==> src/rtl/rti_pkg.sv <==
// shared types, constants and arithmetic helpers for the ray/triangle intersect block
`default_nettype none

package rti_pkg;

    localparam int COORD_W = 32;
    localparam int T_W     = 31;
    localparam int BARY_W  = 17;
    localparam int THR_W   = 31;
    localparam int Q_DEPTH = 16;
    localparam int Q_AW    = 4;

    // configuration register indexes
    typedef enum logic [2:0] {
        REG_ORIGIN_X = 3'd0,
        REG_ORIGIN_Y = 3'd1,
        REG_ORIGIN_Z = 3'd2,
        REG_DIR_X    = 3'd3,
        REG_DIR_Y    = 3'd4,
        REG_DIR_Z    = 3'd5,
        REG_DET_THR  = 3'd6
    } cfg_reg_t;

    typedef struct packed {
        logic signed [COORD_W-1:0] v0_x;
        logic signed [COORD_W-1:0] v0_y;
        logic signed [COORD_W-1:0] v0_z;
        logic signed [COORD_W-1:0] v1_x;
        logic signed [COORD_W-1:0] v1_y;
        logic signed [COORD_W-1:0] v1_z;
        logic signed [COORD_W-1:0] v2_x;
        logic signed [COORD_W-1:0] v2_y;
        logic signed [COORD_W-1:0] v2_z;
    } tri_in_t;

    typedef struct packed {
        logic                      hit;
        logic [T_W-1:0]            hit_t;
        logic [BARY_W-1:0]         bary_u;
        logic [BARY_W-1:0]         bary_v;
        logic signed [COORD_W-1:0] point_x;
        logic signed [COORD_W-1:0] point_y;
        logic signed [COORD_W-1:0] point_z;
    } hit_out_t;

    typedef struct packed {
        logic signed [COORD_W-1:0] origin_x;
        logic signed [COORD_W-1:0] origin_y;
        logic signed [COORD_W-1:0] origin_z;
        logic signed [COORD_W-1:0] dir_x;
        logic signed [COORD_W-1:0] dir_y;
        logic signed [COORD_W-1:0] dir_z;
        logic [THR_W-1:0]          det_threshold;
    } ray_cfg_t;

    // clamp a wide signed value to the 32 bit signed range
    function automatic logic signed [COORD_W-1:0] sat32(input logic signed [65:0] x);
        logic signed [COORD_W-1:0] r;
        if (x > 66'sh0_0000_0000_7FFF_FFFF)
            r = 32'sh7FFF_FFFF;
        else if (x < -66'sh0_0000_0000_8000_0000)
            r = 32'sh8000_0000;
        else
            r = x[COORD_W-1:0];
        return r;
    endfunction

    // full signed product of two coordinates
    function automatic logic signed [63:0] smul32(input logic signed [COORD_W-1:0] a,
                                                  input logic signed [COORD_W-1:0] b);
        logic signed [63:0] p;
        p = 64'(a) * 64'(b);
        return p;
    endfunction

endpackage

`default_nettype wire

==> src/rtl/rti_queue.sv <==
// short fifo between the front and back pipelines
`default_nettype none

module rti_queue #(
    parameter int W = 201
) (
    input  logic         clk,
    input  logic         rst_n,
    input  logic         push,
    input  logic [W-1:0] push_data,
    input  logic         pop,
    output logic         empty,
    output logic [W-1:0] head_data
);
    import rti_pkg::*;

    logic [W-1:0]  data_reg[Q_DEPTH];
    logic [Q_AW:0] wr_ptr_reg, rd_ptr_reg;

    always_ff @(posedge clk or negedge rst_n)
    begin
        if (!rst_n)
        begin
            wr_ptr_reg <= '0;
            rd_ptr_reg <= '0;
        end
        else
        begin
            if (push)
                wr_ptr_reg <= wr_ptr_reg + 1'b1;
            if (pop)
                rd_ptr_reg <= rd_ptr_reg + 1'b1;
        end
    end

    always_ff @(posedge clk)
    begin
        if (push)
            data_reg[wr_ptr_reg[Q_AW-1:0]] <= push_data;
    end

    assign empty     = (wr_ptr_reg == rd_ptr_reg);
    assign head_data = data_reg[rd_ptr_reg[Q_AW-1:0]];

endmodule

`default_nettype wire

==> config.mk <==
export PLATFORM = sky130hd
export DESIGN_NAME = rti_queue
export DESIGN_NICKNAME = d
export VERILOG_FILES = /design/src/rtl/rti_pkg.sv /design/src/rtl/rti_queue.sv
export SDC_FILE = /design/constraint.sdc
export NUM_CORES = 2
export LEC_CHECK = 0
export BUFFER_PORTS_ARGS = -buffer_cell sky130_fd_sc_hd__buf_2
export CORE_MARGIN = 1.5
export CORE_UTILIZATION = 45
export CTS_BUF_LIST = sky130_fd_sc_hd__clkbuf_8
export DETAILED_ROUTE_END_ITERATION = 6
export GPL_ROUTABILITY_DRIVEN = 0
export PLACE_DENSITY = 0.59
export SLEW_MARGIN = 10
export SYNTH_ARGS = -nofsm -noshare
export SYNTH_HDL_FRONTEND = slang
export SYNTH_SLANG_ARGS = --single-unit
==> constraint.sdc <==
create_clock -name clk -period 18.3 [get_ports clk]
set_input_delay 0.915 -clock clk [delete_from_list [all_inputs] [get_ports clk]]
set_output_delay 0.915 -clock clk [all_outputs]
set_load 0.02 [all_outputs]
======== Word-level counts from Yosys, hierarchy flattened ========
Memory sizes are Yosys's and may differ from the RTL's.
Index checks and enable logic that the tools add are counted.
word-level totals
  memories ................................ 1
  output and inout port bits .............. 202
  logic and storage cells ................. 8
  input bits .............................. 205
  RAM bits ................................ 3216
  ROM bits ................................ 0
  bits in latches ......................... 0
  register bits ........................... 10
operators by class
  divide/modulo/power cells ............... 0
  reduce and logical (&&, ||, !) cells .... 0
  eq/ne operators ......................... 1
  shift-type cells ........................ 0
  mux-type cells .......................... 2
  multipliers ............................. 0
  add/subtract/negate cells ............... 2
  $lt $le $gt $ge ......................... 0
  bitwise operators ....................... 0
memories
  memory    depth  bits a word  read ports  clocked after Yosys merged registers in  write ports  RTL line         text
  data_reg  16     201          1           0                                        1            rti_queue.sv:17  logic [W-1:0] data_reg[Q_DEPTH];
operator list
  kind                 number
  $add 5x1->5 const B  2
  $eq 5x5->1           1
  $mux 1               2

======== Longest topological paths before layout ========
  depth after elaboration ................. 2
  gate-level depth with buffers ........... 8
  gate-level depth less buffers ........... 4

======== Worst setup path after synthesis ========
Ideal clock, no wire load.
  path kind ............................... input to register
  from .................................... input push
  to ...................................... memory data_reg[2][0] (enable)
  data required time ...................... 17.292 ns
  buffers on the path ..................... 1
  cell stages on the path ................. 3
  setup slack ............................. 2.444 ns
  arrival time ............................ 14.848 ns
  library setup time ...................... 1.008 ns
  cells stage by stage .................... clkbuf_1 -> nand2_1 -> nor3_1
on the way
  longest elaborated chain between the ends .. 2
RTL lines
  element                       RTL line         text
  start: declaration            rti_queue.sv:9   input logic push,
  $mux 1                        rti_queue.sv:38  if (push)
  $mux 1 (implied by the code)  rti_queue.sv:39  data_reg[wr_ptr_reg[Q_AW-1:0]] <= push_data;
  end: declaration              rti_queue.sv:17
No other way between the ends.

======== Worst setup path after layout ========
  from .................................... register rd_ptr_reg[1]
  to ...................................... output head_data[75]
on the way
  longest elaborated chain between the ends .. 1
RTL lines
  element                   RTL line         text
  start: declaration        rti_queue.sv:18  logic [Q_AW:0] wr_ptr_reg, rd_ptr_reg;
  start signal: assignment  rti_queue.sv:32  rd_ptr_reg <= rd_ptr_reg + 1'b1;
  $mem_v2 16x201            n/a
  end: declaration          rti_queue.sv:13  output logic [W-1:0] head_data
No other way between the ends.

==> results_dict.tcl <==
set metrics [dict create \
    outcome "completed" \
    cts_buffers 544 \
    vias 60100 \
    tightestPinTransition_ns 1.15 \
    cts_resized 0 \
    drt_wl_total_um 307000 \
    grt_pass1_vias 62300 \
    dp_hpwl_um 147000 \
    netlist_instances 5415 \
    htree_levels 6 \
    netlist-cell-type-count 28 \
    post-route-drc-count 0 \
    max-slew-margin-rel 0.232 \
    worstPathArrival_ns 7.06 \
    syn_area_um2 123000 \
    powerDensity_nw_per_um2 159 \
    synth_largest_area_cell "edfxtp_1" \
    p_total_mw 22.1 \
    synth_area_leaders "edfxtp_1 (79%), mux4_2 (11%), mux2i_1 (4.9%), a32oi_1 (1.4%), a22oi_1 (1.2%)" \
    synthFlopType "edfxtp_1" \
    synth-async-reset-ratio 0.00310 \
    yosysTopAreaCellShare 0.787 \
    drt.antenna.violating_nets 0 \
    cts-root-buf "clkbuf_8" \
    grt.total_usage 0.221 \
    hold_end "data_reg[3][66]" \
    fin_nets 6393 \
    path_clk_slew_ns 0.06 \
    endpoint_kind "output port" \
    fmax_mhz 125 \
    hold_viol 0 \
    via_per_inst 5.90 \
    rows 191 \
    io_pins 407 \
    skew_ns 0.0409 \
    syn_nets 5626 \
    drive_gt1_frac 0.273 \
    syn_area_per_cell_um2 22.7 \
    worstHoldStart "push_data[66]" \
    grt_max_degree 147 \
    period_needed_ns 7.98 \
    synth_edf_count 3216 \
    setup_viol 0 \
    timing.rr.end "data_reg[3][102]" \
    crit_start "rd_ptr_reg[1]" \
    dieArea_um2 276000 \
    crit_type "flop to output port" \
    irDropWorstVdd_mv 0.206 \
    reg2reg_slack_ns 13.51 \
    worstPathRequired_ns 17.39 \
    antenna_found_initial 86 \
    portBuffers 406 \
    reg2reg_depth 7 \
    critPathLaunchType "flop" \
    yosysWarnings 0 \
    leakage_nw 45.4 \
    clock_path_buffers 4 \
    hold_class "primary input to flop" \
    holdPathStages 1 \
    seq_area_frac_synth 0.789 \
    wl_per_cell_um 30.2 \
    cts_tree "done" \
    min_period_over_period 0.436 \
    largest_reg_flops 3216 \
    grt_overflow 0 \
    yosysMostFrequentCell "edfxtp_1" \
    slew_violations 0 \
    path_max_fanout 107 \
    drt_iter0_drc 5554 \
    die_y_um 525 \
    drv.max_cap_violation_count 0 \
    tns_ns 0 \
    regArea_um2 96800 \
    ys_seq_elements 3226 \
    clock-sinks 3226 \
    start_util 0.453 \
    core_um2 271000 \
    grt_pass1_wl_um 442000 \
    firstDrtPassIters 5 \
    multi_input_area_um2 24400 \
    syn_to_final_growth_pct 13.1 \
    insertion_delay_ns 1.18 \
    die_x_um 525 \
    synth_commonest_cells "edfxtp_1 (3,216), mux2i_1 (603), mux4_2 (603)" \
    fillers 21600 \
    r2r_start "wr_ptr_reg[0]" \
    grt_setup_unrepaired "no" \
]
[power breakdown]
| group | leakage [nW] | total, mW | switching (mW) | internal [mW] |
|---|---|---|---|---|
| registers | 29.2 | 9.09 | 0.203 | 8.89 |
| logic | 10.7 | 7.17 | 4.54 | 2.63 |
| clock network | 5.61 | 5.87 | 2.92 | 2.95 |
| total | 45.4 | 22.1 | 7.66 | 14.5 |
[cells in the final DEF (no fill, tap or decap), types with 9 or more instances in the layout]
cell / Yosys / layout
buf_12: 0 / 16
inv_8: 0 / 16
a32oi_1: 201 / 201
inv_12: 0 / 19
nand2_1: 9 / 9
edfxtp_1: 3216 / 3216
clkinv_2: 0 / 23
nor2_4: 0 / 15
diode_2: 0 / 36
mux4_2: 603 / 603
clkbuf_8: 0 / 547
o21ai_1: 201 / 201
inv_1: 2 / 173
buf_2: 89 / 406
dlygate4sd3_1: 0 / 11
clkinv_8: 0 / 13
clkinv_1: 0 / 129
mux2i_1: 603 / 603
buf_4: 7 / 106
a22oi_1: 201 / 201
[worst max-delay path by stage]
stage	end	slack (ns)	cells past startpoint
2_1_floorplan	data_reg[2][0]	2.44	3
3_3_place_gp	head_data[97]	11.52	9
3_5_place_dp	head_data[75]	11.48	9
4_1_cts	head_data[75]	10.19	9
5_1_grt	head_data[97]	9.96	9
6_report	head_data[75]	10.32	9
[per-stage QoR]
step | utilization | setup WS (ns) | hold slack (ns) | area, um^2 | std cells
floorplan | - | 2.44 | 0.462 | 123000 | 5415
CTS | 0.512 | 10.19 | 0.000352 | 139000 | 10100
global placement | 0.476 | 11.52 | 0.477 | 129000 | 9195
finish | 0.512 | 10.32 | 0.121 | 139000 | 10200
detailed placement | 0.476 | 11.48 | 0.481 | 129000 | 9195
global route | 0.512 | 9.96 | 0.0330 | 139000 | 10200
[worst max-delay path, stage by stage (launching register included)]
cell	delay (ns)
dfrtp_4	0.92
buf_4	0.97
buf_12	0.57
buf_4	0.94
buf_4	0.97
mux2i_1	0.19
a22oi_1	0.28
mux2i_1	0.13
o21ai_1	0.40
buf_2	0.25
[area by class of cell]
class	count	area share
tap	3570	0.0322
antenna	36	0.000649
clock buffer	547	0.0542
timing repair buffer	539	0.0235
multi-input combinational	1868	0.176
clock inverter	389	0.0164
inverter	3	0.000135
sequential	3226	0.697
[kinds of logic after synthesis]
logic type	share of synthesized area
fa+ha+maj	0.000612
mux	0.160
flops	0.789
simple gates	0.00142
xor+xnor	0.000928
compound gates	0.0349
buf+inv	0.0134
[metal layers]
metal / global-route usage / share of wire / up-vias
met2: 0.365 / 0.50 / 2122
met3: 0.0408 / 0.069 / 517
met5: 0 / 0.00080 / -
li1: - / - / 24900
met4: 0.0648 / 0.024 / 42
met1: 0.298 / 0.41 / 32500
[timing repair]
action,in CTS,in global routing
buffers inserted,0,0
endpoints found under the hold margin,79,0
hold buffers,11,0
(Power assumes the default switching activity.)
